## src/rtl/core/bafs_pkg.sv

```systemverilog
// ----------------------------------------------------------------------------
// bafs_pkg: shared types and constants for the arbitration frame sender
// Action and status codes, frame store sizing and derived widths.
// ----------------------------------------------------------------------------
`default_nettype none

package bafs_pkg;

  // Frame store depth and derived widths
  localparam int MaxFrame = 16;
  localparam int StoreIdxW = (MaxFrame > 1) ? $clog2(MaxFrame) : 1;
  localparam int CountW = $clog2(MaxFrame + 1);

  // Reset value of the receive limit register
  localparam logic [4:0] RxLengthReset = 5'd10;

  // Slot positions: sync slot, then eight data bits
  localparam logic [3:0] SlotSync = 4'd0;
  localparam logic [3:0] SlotLastBit = 4'd8;

  // Input item action codes
  typedef enum logic [1:0] {
    ActLoad   = 2'd0,
    ActStart  = 2'd1,
    ActSlot   = 2'd2,
    ActSample = 2'd3
  } action_e;

  // Finish status codes
  typedef enum logic [1:0] {
    StOk    = 2'd0,
    StLost  = 2'd1,
    StSync  = 2'd2,
    StAbort = 2'd3
  } status_e;

endpackage

`default_nettype wire

```

## src/rtl/core/bafs_in_if.sv

```systemverilog
// ----------------------------------------------------------------------------
// bafs_in_if: input item channel
// Valid/ready channel carrying one command item for the frame sender.
// ----------------------------------------------------------------------------
`default_nettype none

interface bafs_in_if;
  import bafs_pkg::*;

  logic        valid;
  logic        ready;
  action_e     action;
  logic [3:0]  byte_index;
  logic [7:0]  tx_byte;
  logic [4:0]  frame_length;
  logic        line_level;
  logic        bus_granted;

  modport source (
    output valid, action, byte_index, tx_byte, frame_length, line_level, bus_granted,
    input  ready
  );

  modport sink (
    input  valid, action, byte_index, tx_byte, frame_length, line_level, bus_granted,
    output ready
  );
endinterface

`default_nettype wire

```

## src/rtl/core/bafs_out_if.sv

```systemverilog
// ----------------------------------------------------------------------------
// bafs_out_if: result item channel
// Valid/ready channel carrying one result item from the frame sender.
// ----------------------------------------------------------------------------
`default_nettype none

interface bafs_out_if;
  import bafs_pkg::*;

  logic        valid;
  logic        ready;
  logic        drive_pulse;
  logic        byte_valid;
  logic [7:0]  bus_byte;
  logic [3:0]  bus_byte_index;
  logic        done_res;
  status_e     status;
  logic [4:0]  byte_count;

  modport source (
    output valid, drive_pulse, byte_valid, bus_byte, bus_byte_index, done_res, status,
           byte_count,
    input  ready
  );

  modport sink (
    input  valid, drive_pulse, byte_valid, bus_byte, bus_byte_index, done_res, status,
           byte_count,
    output ready
  );
endinterface

`default_nettype wire

```

## src/rtl/core/bafs_cfg_if.sv

```systemverilog
// ----------------------------------------------------------------------------
// bafs_cfg_if: configuration write channel
// Valid/ready channel carrying the receive limit register write data.
// ----------------------------------------------------------------------------
`default_nettype none

interface bafs_cfg_if;
  logic        valid;
  logic        ready;
  logic [4:0]  data;

  modport source (
    output valid, data,
    input  ready
  );

  modport sink (
    input  valid, data,
    output ready
  );
endinterface

`default_nettype wire

```

## src/rtl/core/bitwise_arbitration_frame_sender.sv

```systemverilog
// ----------------------------------------------------------------------------
// bitwise_arbitration_frame_sender: bus frame transmitter with bitwise
// arbitration
// Loads frame bytes, then sends each byte as a sync slot plus eight data
// slots (LSB first), checking the sampled line for sync and arbitration.
// ----------------------------------------------------------------------------
// Every accepted item gives exactly one result item, captured on acceptance in a
// registered output stage. A new item is taken in every cycle as long as the
// output register is empty or being drained in the same cycle, so the block
// sustains one item per clock; all work on an item is one pass of logic
// between the item port and the result register. The frame store is a small
// register file that is not cleared at reset: load every byte position a send
// will use before starting it. The receive limit register may be written at
// any time the block has no item in flight.
// ----------------------------------------------------------------------------
`default_nettype none

module bitwise_arbitration_frame_sender (
  input  wire logic  clk_i,
  input  wire logic  rst_ni,
  bafs_in_if.sink    in_i,
  bafs_out_if.source out_o,
  bafs_cfg_if.sink   cfg_i
);
  import bafs_pkg::*;

  // Send state
  logic [7:0]        frame_store_q [MaxFrame];
  logic [7:0]        bus_shift_q, bus_shift_d;
  logic [CountW-1:0] byte_pos_q, byte_pos_d;
  logic [3:0]        slot_pos_q, slot_pos_d;
  logic              still_sending_q, still_sending_d;
  logic              active_q, active_d;
  logic              drove_one_q, drove_one_d;
  logic [CountW-1:0] send_length_q, send_length_d;
  logic [4:0]        rx_length_q;

  // Result register
  logic              out_valid_q;
  logic              drive_pulse_q, drive_pulse_d;
  logic              byte_valid_q, byte_valid_d;
  logic [7:0]        bus_byte_q, bus_byte_d;
  logic [3:0]        bus_byte_index_q, bus_byte_index_d;
  logic              done_q, done_d;
  status_e           status_q, status_d;
  logic [4:0]        byte_count_q, byte_count_d;

  // Combinational helpers
  logic              in_fire;
  logic              store_we;
  logic [31:0]       load_idx;
  logic [31:0]       rx_limit;
  logic [7:0]        cur_byte;
  logic [2:0]        bit_idx;
  logic [7:0]        shift_new;

  // Handshakes
  assign in_fire     = in_i.valid && in_i.ready;
  assign in_i.ready  = !out_valid_q || out_o.ready;
  assign cfg_i.ready = 1'b1;

  assign load_idx = 32'(in_i.byte_index);
  assign rx_limit = (32'(rx_length_q) > MaxFrame) ? MaxFrame : 32'(rx_length_q);
  assign cur_byte = (32'(byte_pos_q) < MaxFrame) ?
                    frame_store_q[byte_pos_q[StoreIdxW-1:0]] : 8'd0;
  assign bit_idx  = 3'(slot_pos_q - 4'd1);

  // Item decode and state update
  always_comb begin
    bus_shift_d      = bus_shift_q;
    byte_pos_d       = byte_pos_q;
    slot_pos_d       = slot_pos_q;
    still_sending_d  = still_sending_q;
    active_d         = active_q;
    drove_one_d      = drove_one_q;
    send_length_d    = send_length_q;
    store_we         = 1'b0;
    shift_new        = bus_shift_q;
    drive_pulse_d    = 1'b0;
    byte_valid_d     = 1'b0;
    bus_byte_d       = 8'd0;
    bus_byte_index_d = 4'd0;
    done_d           = 1'b0;
    status_d         = StOk;
    byte_count_d     = 5'd0;

    case (in_i.action)
      ActLoad: begin
        store_we = (load_idx < MaxFrame);
      end

      ActStart: begin
        if (!active_q) begin
          send_length_d   = (32'(in_i.frame_length) > MaxFrame) ?
                            CountW'(MaxFrame) : CountW'(in_i.frame_length);
          byte_pos_d      = '0;
          slot_pos_d      = SlotSync;
          bus_shift_d     = 8'd0;
          still_sending_d = 1'b1;
          drove_one_d     = 1'b0;
          active_d        = 1'b1;
          if (send_length_d == '0) begin
            done_d       = 1'b1;
            status_d     = StOk;
            byte_count_d = 5'd0;
            active_d     = 1'b0;
          end
        end
      end

      default: begin
        // Slot start or mid-slot sample; ignored while idle
        if (active_q) begin
          if (!in_i.bus_granted) begin
            done_d       = 1'b1;
            status_d     = StAbort;
            byte_count_d = 5'(byte_pos_q);
            active_d     = 1'b0;
            drove_one_d  = 1'b0;
          end else if (in_i.action == ActSlot) begin
            // Sync slot always pulses while sending; data slots pulse on a one
            if (slot_pos_q == SlotSync || slot_pos_q > SlotLastBit) begin
              drive_pulse_d = still_sending_q;
            end else begin
              drive_pulse_d = still_sending_q && cur_byte[bit_idx];
            end
            drove_one_d = drive_pulse_d;
          end else if (slot_pos_q == SlotSync || slot_pos_q > SlotLastBit) begin
            // Sync sample: line must be high
            drove_one_d = 1'b0;
            if (!in_i.line_level) begin
              done_d       = 1'b1;
              status_d     = StSync;
              byte_count_d = 5'(byte_pos_q);
              active_d     = 1'b0;
            end else begin
              slot_pos_d = 4'd1;
            end
          end else begin
            // Data sample: record bit, check arbitration
            shift_new          = bus_shift_q;
            shift_new[bit_idx] = in_i.line_level;
            bus_shift_d        = shift_new;
            if (still_sending_q && (in_i.line_level != drove_one_q)) begin
              still_sending_d = 1'b0;
            end
            drove_one_d = 1'b0;
            slot_pos_d  = slot_pos_q + 4'd1;
            if (slot_pos_q == SlotLastBit) begin
              byte_valid_d     = 1'b1;
              bus_byte_d       = shift_new;
              bus_byte_index_d = 4'(byte_pos_q);
              byte_pos_d       = CountW'(byte_pos_q + 1'b1);
              slot_pos_d       = SlotSync;
              bus_shift_d      = 8'd0;
              if (still_sending_d) begin
                if (byte_pos_d >= send_length_q) begin
                  done_d       = 1'b1;
                  status_d     = StOk;
                  byte_count_d = 5'(byte_pos_d);
                  active_d     = 1'b0;
                end
              end else if (32'(byte_pos_d) >= rx_limit) begin
                done_d       = 1'b1;
                status_d     = StLost;
                byte_count_d = 5'(byte_pos_d);
                active_d     = 1'b0;
              end
            end
          end
        end
      end
    endcase
  end

  // Frame store, written by load items
  always_ff @(posedge clk_i) begin
    if (in_fire && store_we) begin
      frame_store_q[load_idx[StoreIdxW-1:0]] <= in_i.tx_byte;
    end
  end

  // Control state and configuration
  always_ff @(posedge clk_i or negedge rst_ni) begin
    if (!rst_ni) begin
      bus_shift_q     <= 8'd0;
      byte_pos_q      <= '0;
      slot_pos_q      <= SlotSync;
      still_sending_q <= 1'b1;
      active_q        <= 1'b0;
      drove_one_q     <= 1'b0;
      send_length_q   <= '0;
      rx_length_q     <= RxLengthReset;
      out_valid_q     <= 1'b0;
    end else begin
      if (cfg_i.valid) begin
        rx_length_q <= cfg_i.data;
      end
      if (in_fire) begin
        bus_shift_q     <= bus_shift_d;
        byte_pos_q      <= byte_pos_d;
        slot_pos_q      <= slot_pos_d;
        still_sending_q <= still_sending_d;
        active_q        <= active_d;
        drove_one_q     <= drove_one_d;
        send_length_q   <= send_length_d;
        out_valid_q     <= 1'b1;
      end else if (out_o.ready) begin
        out_valid_q <= 1'b0;
      end
    end
  end

  // Result payload register
  always_ff @(posedge clk_i) begin
    if (in_fire) begin
      drive_pulse_q    <= drive_pulse_d;
      byte_valid_q     <= byte_valid_d;
      bus_byte_q       <= bus_byte_d;
      bus_byte_index_q <= bus_byte_index_d;
      done_q           <= done_d;
      status_q         <= status_d;
      byte_count_q     <= byte_count_d;
    end
  end

  assign out_o.valid          = out_valid_q;
  assign out_o.drive_pulse    = drive_pulse_q;
  assign out_o.byte_valid     = byte_valid_q;
  assign out_o.bus_byte       = bus_byte_q;
  assign out_o.bus_byte_index = bus_byte_index_q;
  assign out_o.done_res       = done_q;
  assign out_o.status         = status_q;
  assign out_o.byte_count     = byte_count_q;

endmodule

`default_nettype wire

```

## src/flat_wrapper.sv

```systemverilog
// flat-port wrapper written by rule: the top's interface ports become plain ports
module bitwise_arbitration_frame_sender_flat import bafs_pkg::*;
  (clk_i, rst_ni, in_i_valid, in_i_action, in_i_byte_index, in_i_tx_byte, in_i_frame_length, in_i_line_level, in_i_bus_granted, in_i_ready, out_o_valid, out_o_drive_pulse, out_o_byte_valid, out_o_bus_byte, out_o_bus_byte_index, out_o_done_res, out_o_status, out_o_byte_count, out_o_ready, cfg_i_valid, cfg_i_data, cfg_i_ready);
  bafs_in_if in_i_i ();
  bafs_out_if out_o_i ();
  bafs_cfg_if cfg_i_i ();
  input  wire logic clk_i;
  input  wire logic rst_ni;
  input wire logic [$bits(in_i_i.valid)-1:0] in_i_valid;
  input wire logic [$bits(in_i_i.action)-1:0] in_i_action;
  input wire logic [$bits(in_i_i.byte_index)-1:0] in_i_byte_index;
  input wire logic [$bits(in_i_i.tx_byte)-1:0] in_i_tx_byte;
  input wire logic [$bits(in_i_i.frame_length)-1:0] in_i_frame_length;
  input wire logic [$bits(in_i_i.line_level)-1:0] in_i_line_level;
  input wire logic [$bits(in_i_i.bus_granted)-1:0] in_i_bus_granted;
  output wire logic [$bits(in_i_i.ready)-1:0] in_i_ready;
  output wire logic [$bits(out_o_i.valid)-1:0] out_o_valid;
  output wire logic [$bits(out_o_i.drive_pulse)-1:0] out_o_drive_pulse;
  output wire logic [$bits(out_o_i.byte_valid)-1:0] out_o_byte_valid;
  output wire logic [$bits(out_o_i.bus_byte)-1:0] out_o_bus_byte;
  output wire logic [$bits(out_o_i.bus_byte_index)-1:0] out_o_bus_byte_index;
  output wire logic [$bits(out_o_i.done_res)-1:0] out_o_done_res;
  output wire logic [$bits(out_o_i.status)-1:0] out_o_status;
  output wire logic [$bits(out_o_i.byte_count)-1:0] out_o_byte_count;
  input wire logic [$bits(out_o_i.ready)-1:0] out_o_ready;
  input wire logic [$bits(cfg_i_i.valid)-1:0] cfg_i_valid;
  input wire logic [$bits(cfg_i_i.data)-1:0] cfg_i_data;
  output wire logic [$bits(cfg_i_i.ready)-1:0] cfg_i_ready;
  assign in_i_i.valid = in_i_valid;
  assign in_i_i.action = in_i_action;
  assign in_i_i.byte_index = in_i_byte_index;
  assign in_i_i.tx_byte = in_i_tx_byte;
  assign in_i_i.frame_length = in_i_frame_length;
  assign in_i_i.line_level = in_i_line_level;
  assign in_i_i.bus_granted = in_i_bus_granted;
  assign in_i_ready = in_i_i.ready;
  assign out_o_valid = out_o_i.valid;
  assign out_o_drive_pulse = out_o_i.drive_pulse;
  assign out_o_byte_valid = out_o_i.byte_valid;
  assign out_o_bus_byte = out_o_i.bus_byte;
  assign out_o_bus_byte_index = out_o_i.bus_byte_index;
  assign out_o_done_res = out_o_i.done_res;
  assign out_o_status = out_o_i.status;
  assign out_o_byte_count = out_o_i.byte_count;
  assign out_o_i.ready = out_o_ready;
  assign cfg_i_i.valid = cfg_i_valid;
  assign cfg_i_i.data = cfg_i_data;
  assign cfg_i_ready = cfg_i_i.ready;
  bitwise_arbitration_frame_sender u_core (.clk_i(clk_i), .rst_ni(rst_ni), .in_i(in_i_i), .out_o(out_o_i), .cfg_i(cfg_i_i));
endmodule
```

## config.mk

```make
export PLATFORM = sky130hd
export DESIGN_NAME = bitwise_arbitration_frame_sender_flat
export DESIGN_NICKNAME = d
export VERILOG_FILES = /design/src/rtl/core/bafs_pkg.sv /design/src/rtl/core/bafs_in_if.sv /design/src/rtl/core/bafs_out_if.sv /design/src/rtl/core/bafs_cfg_if.sv /design/src/rtl/core/bitwise_arbitration_frame_sender.sv /design/src/flat_wrapper.sv
export SDC_FILE = /design/constraint.sdc
export NUM_CORES = 1
export LEC_CHECK = 0
export ABC_AREA = 1
export ABC_CLOCK_PERIOD_IN_PS = 2700
export BUFFER_PORTS_ARGS = -buffer_cell sky130_fd_sc_hd__buf_4
export CAP_MARGIN = 20
export CORE_UTILIZATION = 61
export CTS_CLUSTER_SIZE = 12
export DETAILED_ROUTE_END_ITERATION = 16
export PLACE_DENSITY = 0.78
export SLEW_MARGIN = 20
export SYNTH_ARGS = -nofsm -noshare
export SYNTH_HDL_FRONTEND = slang
export SYNTH_SLANG_ARGS = --single-unit
```

## constraint.sdc

```tcl
create_clock -name clk_i -period 2.7 [get_ports clk_i]
set_input_delay 0.27 -clock clk_i [delete_from_list [all_inputs] [get_ports clk_i]]
set_output_delay 0.27 -clock clk_i [all_outputs]
set_load 0.05 [all_outputs]
```

==> results of run 1 <==
cells by family (layout without fill, tap and decap cells):
group | count (synthesis) | in the layout
muxes | 3 | 3
buffers and inverters | 160 | 244
and+or+nand+nor | 373 | 373
other | 1 | 1
xor gates and xnor gates | 3 | 3
AOI/OAI and AO/OA | 81 | 81
DFF | 181 | 181
adders and majority gates | 16 | 16
registers in the layout (all words and copies together) (netlist names):
name	flops
u_core.still_sending_q	1
u_core.rx_length_q	5
u_core.active_q	1
u_core.drove_one_q	1
u_core.out_o.valid	1
u_core.out_o.done_res	1
u_core.bus_shift_q	8
u_core.out_o.status	2
u_core.byte_pos_q	5
u_core.out_o.bus_byte_index	4
u_core.out_o.byte_count	5
u_core.out_o.bus_byte	8
u_core.out_o.drive_pulse	1
u_core.out_o.byte_valid	1
u_core.frame_store_q	128
u_core.send_length_q	5
u_core.slot_pos_q	4
through the flow:
step / area, um2 / instances
floorplan: 8410 / 818
global placement: 9050 / 1045
detailed placement: 9050 / 1045
CTS: 9670 / 1078
global route: 9690 / 1078
finish: 9690 / 1078
cell type report:
class                           count  area, um2
Timing Repair Buffer               87        663
Clock buffer                       18        429
Tap cell                          176        220
Inverter                          125        469
Multi-Input combinational cell    477       2450
Clock inverter                     14        175
Fill cell                         938       3650
Sequential cell                   181       5290
worst min-delay path: cells and delay by family:
family / cells / cell delay (ns)
buffers and inverters: 1 / 0.08
AO/OA/AOI/OAI: 1 / 0.06
AND/OR/NAND/NOR: 1 / 0.04
routing by layer:
| metal | track usage (%) | share of wire [%] | vias to the layer above |
|---|---|---|---|
| met1 | 35.7 | 40 | 2944 |
| met2 | 46.6 | 50 | 307 |
| met3 | 6.61 | 7.9 | 34 |
| met5 | 0 | 0 | - |
| met4 | 11.3 | 2.2 | 0 |
| li1 | - | - | 2880 |
cell usage in the layout, fill, tap and decap left out, types with 3 or more instances in the layout:
cell / count
a21oi_1: 13
buf_4: 84
bufinv_16: 3
clkbuf_16: 17
clkinvlp_4: 4
dfrtp_1: 27
dfstp_2: 3
edfxtp_1: 150
ha_1: 16
inv_1: 113
inv_2: 11
mux2_2: 3
nand2_1: 157
nand3_1: 113
nand4_1: 7
nor2_1: 66
nor2_2: 5
nor3_1: 5
o211ai_1: 10
o21ai_0: 35
o22ai_1: 17
or2_2: 12
worst min-delay path by stage:
stage                        from                    end  slack, ns
global route        cfg_i_data[4]  u_core.rx_length_q[4]       0.06
CTS                 cfg_i_data[4]  u_core.rx_length_q[4]       0.03
global placement           rst_ni  u_core.bus_shift_q[7]       0.23
detailed placement         rst_ni  u_core.bus_shift_q[7]       0.24
floorplan                  rst_ni        u_core.active_q      -0.03
finish              cfg_i_data[0]  u_core.rx_length_q[0]       0.04
power by group through the flow:
stage | Clock, mW | Combinational (mW) | Sequential, mW
6_report | 2.52 | 3.26 | 3.33
3_5_place_dp | 0 | 3.13 | 3.38
5_1_grt | 2.64 | 3.57 | 3.35
2_1_floorplan | 0 | 2.25 | 3.43
3_3_place_gp | 0 | 2.99 | 3.37
4_1_cts | 2.53 | 3.18 | 3.33
what timing repair did:
item                                    CTS  global route
hold endpoints to repair                 28             0
resized for setup                         0             5
hold buffers                              1             0
endpoints found under the setup margin    0             6
==> reports/metrics.cfg, run 1 <==
[global_route]
track_usage_pct=28.1
grt_max_degree=50
grt_pass1_vias=5968
grt_antenna_before_repair=0
grt-ovfl-total=0
grt_pass1_wl_um=30000

[pwr]
switching_share_pct=36.9
p_comb_share_pct=35.8
p_leak_nw=4.11
p_clk_share_pct=27.7
total_power_mw=9.11
p_int_mw=5.75
peakVddDrop_mv=0.523
p_switching_mw=3.36
seqPwrFrac_pct=36.6
power_density_nw_per_um2=940

[worst_setup_path]
start_kind=flip-flop
cp-end-kind=flip-flop
worstPathCellList=ha_1 > nand3_1 > xor2_2 > inv_1 > ha_1 > nand2_1 > inv_1 > nand3_1 > o2111ai_2 > nand3_2 > o22ai_1 > nand2_1 > a21oi_1
critPathLaunch=u_core.byte_pos_q[0]
critPathBufInv=2
worst_r2r_path_depth=13
critPathMaxStageDelay_ns=0.43
worstSetupPathType=flip-flop to flip-flop
rrSetupSlack_ns=0.04
cp.depth=13
cp_top_family=simple AND/OR/NAND/NOR gates
crit_arrival_ns=2.93
cp_max_fo=5
critPathSlowestCell=dfrtp_2
reg2reg_to=u_core.out_o.byte_count[3]
reg2reg_from=u_core.byte_pos_q[0]
required_ns=2.97
cp-endpoint=u_core.out_o.byte_count[3]

[logic_synthesis]
synth.most_common_cell=nand2_1
ys.flop_type=edfxtp_1
synthTopCellsByArea=edfxtp_1 54%, dfrtp_1 8.3%, nand2_1 7.0%, nand3_1 6.8%, inv_1 5.0%
synth_seq_cells=181
yosys.area_share.adder_pct=2.38
synthCells=818
synth-edff-count=150
synth.mux.area_fraction_pct=0.402
yosysSeqAreaShare_pct=62.8
ys_top_cells_by_count=157 x nand2_1, 150 x edfxtp_1, 114 x nand3_1
netlist_area_um2=8410
synth_top_family_by_area=simple AND/OR/NAND/NOR gates
synth_xor_area_share_pct=0.312
yosysTopAreaCell=edfxtp_1
synth_compound_area_share_pct=5.89
synth_cell_types=38
ys_async_sr_fraction_pct=17.1
synth_top_area_share_pct=53.6
yosys.area_share.simple_pct=19.9
syn_nets=865
yosys_warnings=0
syn_avg_cell_area_um2=10.3

[placement]
port_buffers=54
place_congestion=0.912
dp_hpwl_um=12400
dp_worst_setup_slack_ns=0.133

[sta]
slew_headroom_pct=65.1
whs_ns=0.0446
setup_tns_ns=0
fin_worst_skew_ns=0.0159
fmax_ghz=0.377
finalCriticalPeriod_ns=2.66
hold_viol=0
worst_pin_slew_ns=0.520
finalCritPeriodShare_pct=98.4
finalSetupViolations=0
maxSlewViolCount=0
setup_slack_ns=0.0441

[floorplanning]
dieArea_um2=14300
die_w_um=119
ioPinCount=56
rows=42
core_area_um2=13300
start_util_pct=63.0
dieHeight_um=119

[clock_tree]
htreeDepth=4
clock_latency_ns=0.44
cts-buffers-inserted=17
cts_tree=done
postCtsSetupBuffers=0
cts_sinks=181
clock_path_buffers=2
cts-root-buf=clkbuf_16
path_clk_slew_ns=0.07

[routing]
ant_nets=0
first_pass_iters=7
vias=6165
via_per_inst=5.72
drt-total-wl_um=19000
wl_per_cell_um=17.7
drc=0
dr.first_iter.drc_count=699

[finish]
drive_above_1_share_pct=18.0
diodes=0
final_util_pct=72.6
final_nets=936
synthToLayoutAreaGrowth_pct=15.3

[min_path]
min_path_type=input port to flip-flop
min_path_cells=3

[outcome]
outcome=completed

[flow_run]
drv_cap=0

(Power assumes the default switching activity.)
==> run 2, diff against run 1 <==
--- a/config.mk
+++ b/config.mk
@@ -12,7 +12,7 @@
 export CORE_UTILIZATION = 61
 export CTS_CLUSTER_SIZE = 12
 export DETAILED_ROUTE_END_ITERATION = 16
-export PLACE_DENSITY = 0.78
+export PLACE_DENSITY = 0.8
 export SLEW_MARGIN = 20
 export SYNTH_ARGS = -nofsm -noshare
 export SYNTH_HDL_FRONTEND = slang
==> reports/metrics.cfg, run 2 (synthesized netlist as in run 1, its figures left out) <==
[finish]
largest_register_ffs=128
final_nets=934
synthToLayoutAreaGrowth_pct=15.0
drive_above_1_share_pct=17.7
final_cell_count_no_fill=1074
diodes=0
most-common-layout-cells=157 x nand2_1, 150 x edfxtp_1, 113 x inv_1, 113 x nand3_1, 81 x buf_4
final_util_pct=72.5
final_common_cell=nand2_1
postLayoutCellArea_um2=9670

[floorplanning]
dieHeight_um=119
start_util_pct=63.0
die_w_um=119
rows=42
core_area_um2=13300
dieArea_um2=14300
ioPinCount=56

[sta]
fmax_ghz=0.367
setup_tns_ns=-0.0237
maxSlewViolCount=0
whs_ns=0.0520
finalCritPeriodShare_pct=101
fin_worst_skew_ns=0.00546
finalSetupViolations=1
finalCriticalPeriod_ns=2.72
slew_headroom_pct=64.0
worst_pin_slew_ns=0.537
setup_slack_ns=-0.0237
hold_viol=0

[clock_tree]
path_clk_slew_ns=0.06
htreeDepth=4
cts_sinks=181
cts-root-buf=clkbuf_16
cts-buffers-inserted=17
clock_path_buffers=2
clock_latency_ns=0.43
cts_tree=done

[worst_setup_path]
critPathMaxStageDelay_ns=0.40
reg2reg_to=u_core.out_o.byte_count[4]
crit_arrival_ns=2.99
cp-end-kind=flip-flop
rrSetupSlack_ns=-0.02
worst_r2r_path_depth=13
reg2reg_from=u_core.byte_pos_q[1]
required_ns=2.96
cp_max_fo=5
worstSetupPathType=flip-flop to flip-flop
worstPathCellList=ha_2 > nand3_1 > xor2_2 > inv_1 > ha_1 > nand2_1 > inv_1 > nand3_1 > o2111ai_2 > nand3_2 > o22ai_1 > nand2_1 > a21oi_1
critPathSlowestCell=dfrtp_1
start_kind=flip-flop

[placement]
dp.cells=1040
dp_worst_setup_slack_ns=0.0916
port_buffers=54
dp_hpwl_um=12000
placed_area_um2=9050
place_congestion=0.908

[outcome]
outcome=complete, but fails checks
violations=setup timing

[global_route]
grt-ovfl-total=0
track_usage_pct=27.5
grt_pass1_wl_um=29700
grt_max_degree=70
grt_antenna_before_repair=0
grt_pass1_vias=5941

[routing]
first_pass_iters=7
wl_per_cell_um=17.5
drc=0
drt-total-wl_um=18800
dr.first_iter.drc_count=571
ant_nets=0
via_per_inst=5.73
vias=6151

[pwr]
p_switching_mw=3.29
seqPwrFrac_pct=37.6
total_power_mw=8.96
p_leak_nw=4.09
switching_share_pct=36.7
p_clk_share_pct=25.9
peakVddDrop_mv=0.559
p_comb_share_pct=36.5
p_int_mw=5.67
power_density_nw_per_um2=927

[min_path]
min_path_type=input port to flip-flop
min_path_cells=3
min_delay_worst_endpoint=u_core.rx_length_q[4]
hp-start=cfg_i_data[4]

[flow_run]
drv_cap=0

[run 2: area by class of cell]
type,instances,area (um2)
Multi-Input combinational cell,477,2470
Tap cell,176,220
Inverter,125,469
Fill cell,920,3680
Clock inverter,9,108
Timing Repair Buffer,85,678
Clock buffer,21,440
Sequential cell,181,5290
[run 2: worst max path at each step]
| stage | from | to | slack (ns) |
|---|---|---|---|
| after global routing | u_core.byte_pos_q[1] | u_core.out_o.byte_count[4] | -0.23 |
| final | u_core.byte_pos_q[1] | u_core.out_o.byte_count[4] | -0.02 |
| after floorplan | u_core.out_o.valid | u_core.frame_store_q[0][0] | 0.27 |
| after global placement | u_core.byte_pos_q[0] | u_core.out_o.byte_count[3] | 0.20 |
| after detailed placement | u_core.byte_pos_q[3] | u_core.out_o.byte_count[3] | 0.09 |
| after CTS | u_core.byte_pos_q[0] | u_core.out_o.byte_count[1] | 0.008 |
[run 2: power groups by stage]
stage | combinational, mW | clock [mW] | sequential, mW
global placement | 2.96 | 0 | 3.40
finish | 3.28 | 2.32 | 3.37
detailed placement | 3.08 | 0 | 3.41
CTS | 3.13 | 2.33 | 3.36
global route | 3.59 | 2.43 | 3.38
floorplan | 2.25 | 0 | 3.43
[run 2: what timing repair did]
action	in CTS	in global routing
setup buffers	0	3
hold endpoints to repair	28	0
endpoints found under the setup margin	2	7
pin swaps	0	2
gates resized for setup	1	6
hold buffers	1	0
[run 2: critical path: cells and delay by family (launching register included)]
family	cells	cell delay, ns
compound gates	3	0.57
xor+xnor	1	0.23
fa+ha+maj	2	0.59
buf+inv	2	0.17
flops	1	0.40
simple gates	5	0.58
[run 2: routing by layer]
metal / track usage [%] / routed length (um) / up-vias / share of wire [%]
li1: - / - / 2880 / -
met1: 35.2 / 7460 / 2889 / 40
met3: 4.69 / 1360 / 62 / 7.3
met4: 12.7 / 697 / 0 / 3.7
met2: 46.1 / 9270 / 320 / 49
met5: 0 / 0 / - / 0
==> run 3, diff against run 2 <==
--- a/config.mk
+++ b/config.mk
@@ -6,7 +6,7 @@
 export NUM_CORES = 1
 export LEC_CHECK = 0
 export ABC_AREA = 1
-export ABC_CLOCK_PERIOD_IN_PS = 2700
+export ABC_CLOCK_PERIOD_IN_PS = 3080
 export BUFFER_PORTS_ARGS = -buffer_cell sky130_fd_sc_hd__buf_4
 export CAP_MARGIN = 20
 export CORE_UTILIZATION = 61
==> constraint.sdc (replaced) <==
create_clock -name clk_i -period 3.08 [get_ports clk_i]
set_input_delay 0.308 -clock clk_i [delete_from_list [all_inputs] [get_ports clk_i]]
set_output_delay 0.308 -clock clk_i [all_outputs]
set_load 0.05 [all_outputs]
==> reports/metrics.cfg, run 3 (synthesized netlist as in run 1, its figures left out) <==
[outcome]
outcome=completed

[finish]
drive_above_1_share_pct=16.8
fillCellCount=947
register_area_um2=5290
postLayoutCellArea_um2=9580
final_util_pct=71.8
most-common-layout-cells=157 x nand2_1, 150 x edfxtp_1, 113 x inv_1, 113 x nand3_1, 71 x buf_4
final_nets=923
largest_register_ffs=128
synthToLayoutAreaGrowth_pct=14.0
diodes=0
final_common_cell=nand2_1
multiInputGateArea_um2=2440

[clock_tree]
postCtsSetupBuffers=0
cts-buffers-inserted=17
clock_latency_ns=0.43
clock_path_buffers=2
cts-root-buf=clkbuf_16
htreeDepth=4
cts_sinks=181
path_clk_slew_ns=0.07
cts_tree=done

[pwr]
p_leak_nw=4.05
peakVddDrop_mv=0.473
total_power_mw=7.79
power_density_nw_per_um2=813

[worst_setup_path]
worstSetupPathType=flip-flop to flip-flop
critPathLaunch=u_core.byte_pos_q[0]
reg2reg_from=u_core.byte_pos_q[0]
crit_arrival_ns=3.02
worstPathCellList=ha_1 > nand3_1 > xor2_1 > inv_1 > ha_1 > nand2_1 > inv_1 > nand3_1 > o2111ai_1 > nand3_2 > o22ai_1 > nand2_1 > a21oi_1
critPathBufInv=2
cp-end-kind=flip-flop
cp_top_family=compound AO/OA/AOI/OAI gates
required_ns=3.35
critPathSlowestCell=dfrtp_2
reg2reg_to=u_core.out_o.byte_count[2]
cp.depth=13
start_kind=flip-flop
cp_max_fo=6
critPathMaxStageDelay_ns=0.47
cp-endpoint=u_core.out_o.byte_count[2]
worst_r2r_path_depth=13
rrSetupSlack_ns=0.33

[sta]
whs_ns=0.0985
finalSetupViolations=0
setup_tns_ns=0
worst_pin_slew_ns=0.675
fmax_ghz=0.363
finalCriticalPeriod_ns=2.75
finalCritPeriodShare_pct=89.4
maxSlewViolCount=0
fin_worst_skew_ns=0.0113
hold_viol=0
rsz0062_at_grt=false
slew_headroom_pct=54.9

[routing]
drc=0
vias=6111
dr.first_iter.drc_count=688
first_pass_iters=5
via_per_inst=5.74
drt-total-wl_um=18200
wl_per_cell_um=17.1
ant_nets=0

[global_route]
grt_pass1_vias=6148
grt_pass1_wl_um=29800
grt_antenna_before_repair=0
track_usage_pct=27.8
grt-ovfl-total=0
grt_max_degree=70

[floorplanning]
dieHeight_um=119
die_w_um=119
start_util_pct=63.0
core_area_um2=13300
rows=42
dieArea_um2=14300
ioPinCount=56

[min_path]
min_path_type=input port to flip-flop

[placement]
place_congestion=0.926
port_buffers=54
dp_hpwl_um=12200
placed_area_um2=8980

[flow_run]
drv_cap=0

-- run 3: cell count changes in the layout (fill, tap and decap cells not counted), moves of 2 or more --
cell / delta
inv_6: +2
clkinvlp_4: -2
xor2_2: -2
clkbuf_1: -4
inv_8: +5
xor2_1: +2
buf_4: -10
-- run 3: what timing repair did --
item | in CTS | in global routing
hold endpoints to repair | 28 | 0
resized for setup | 0 | 2
setup endpoints to repair | 0 | 3
hold buffers | 1 | 0
-- run 3: power by group --
part / internal (mW) / switching, mW / leakage (nW)
clock: 1.15 / 0.979 / 0.284
combinational: 0.885 / 1.80 / 2.02
sequential: 2.82 / 0.156 / 1.75
total: 4.86 / 2.94 / 4.05
-- run 3: worst min-delay path by stage --
stage	startpoint	to	slack, ns	cells after the start
detailed placement	rst_ni	u_core.bus_shift_q[7]	0.28	1
CTS	cfg_i_data[4]	u_core.rx_length_q[4]	0.08	3
global placement	rst_ni	u_core.bus_shift_q[0]	0.27	1
finish	cfg_i_data[0]	u_core.rx_length_q[0]	0.1	3
floorplan	rst_ni	u_core.active_q	0.01	0
global route	cfg_i_data[0]	u_core.rx_length_q[0]	0.09	3
-- run 3: worst min-delay path, cell delays in order --
cell,delay (ns)
buf_4,0.07
nand2_1,0.04
o21ai_0,0.06
-- run 3: cell type report --
type,count,share of cell area (%)
clock buffer,17,4.44
clock inverter,15,1.68
multi-input combinational,477,25.4
timing repair buffer,74,6.08
sequential,181,55.2
tap,176,2.30
inverter,125,4.90
-- run 3: per-layer routing --
layer,GRT usage (%),up-vias,wire length [um]
met3,7.71,43,1460
li1,-,2866,-
met2,46.1,290,9220
met5,0,-,0
met4,12.3,0,447
met1,34.1,2912,7120
-- run 3: through the flow --
stage	setup WS, ns	cells
2_1_floorplan	0.653	818
3_3_place_gp	0.569	1032
3_5_place_dp	0.291	1032
4_1_cts	0.282	1065
5_1_grt	0.0534	1065
6_report	0.327	1065
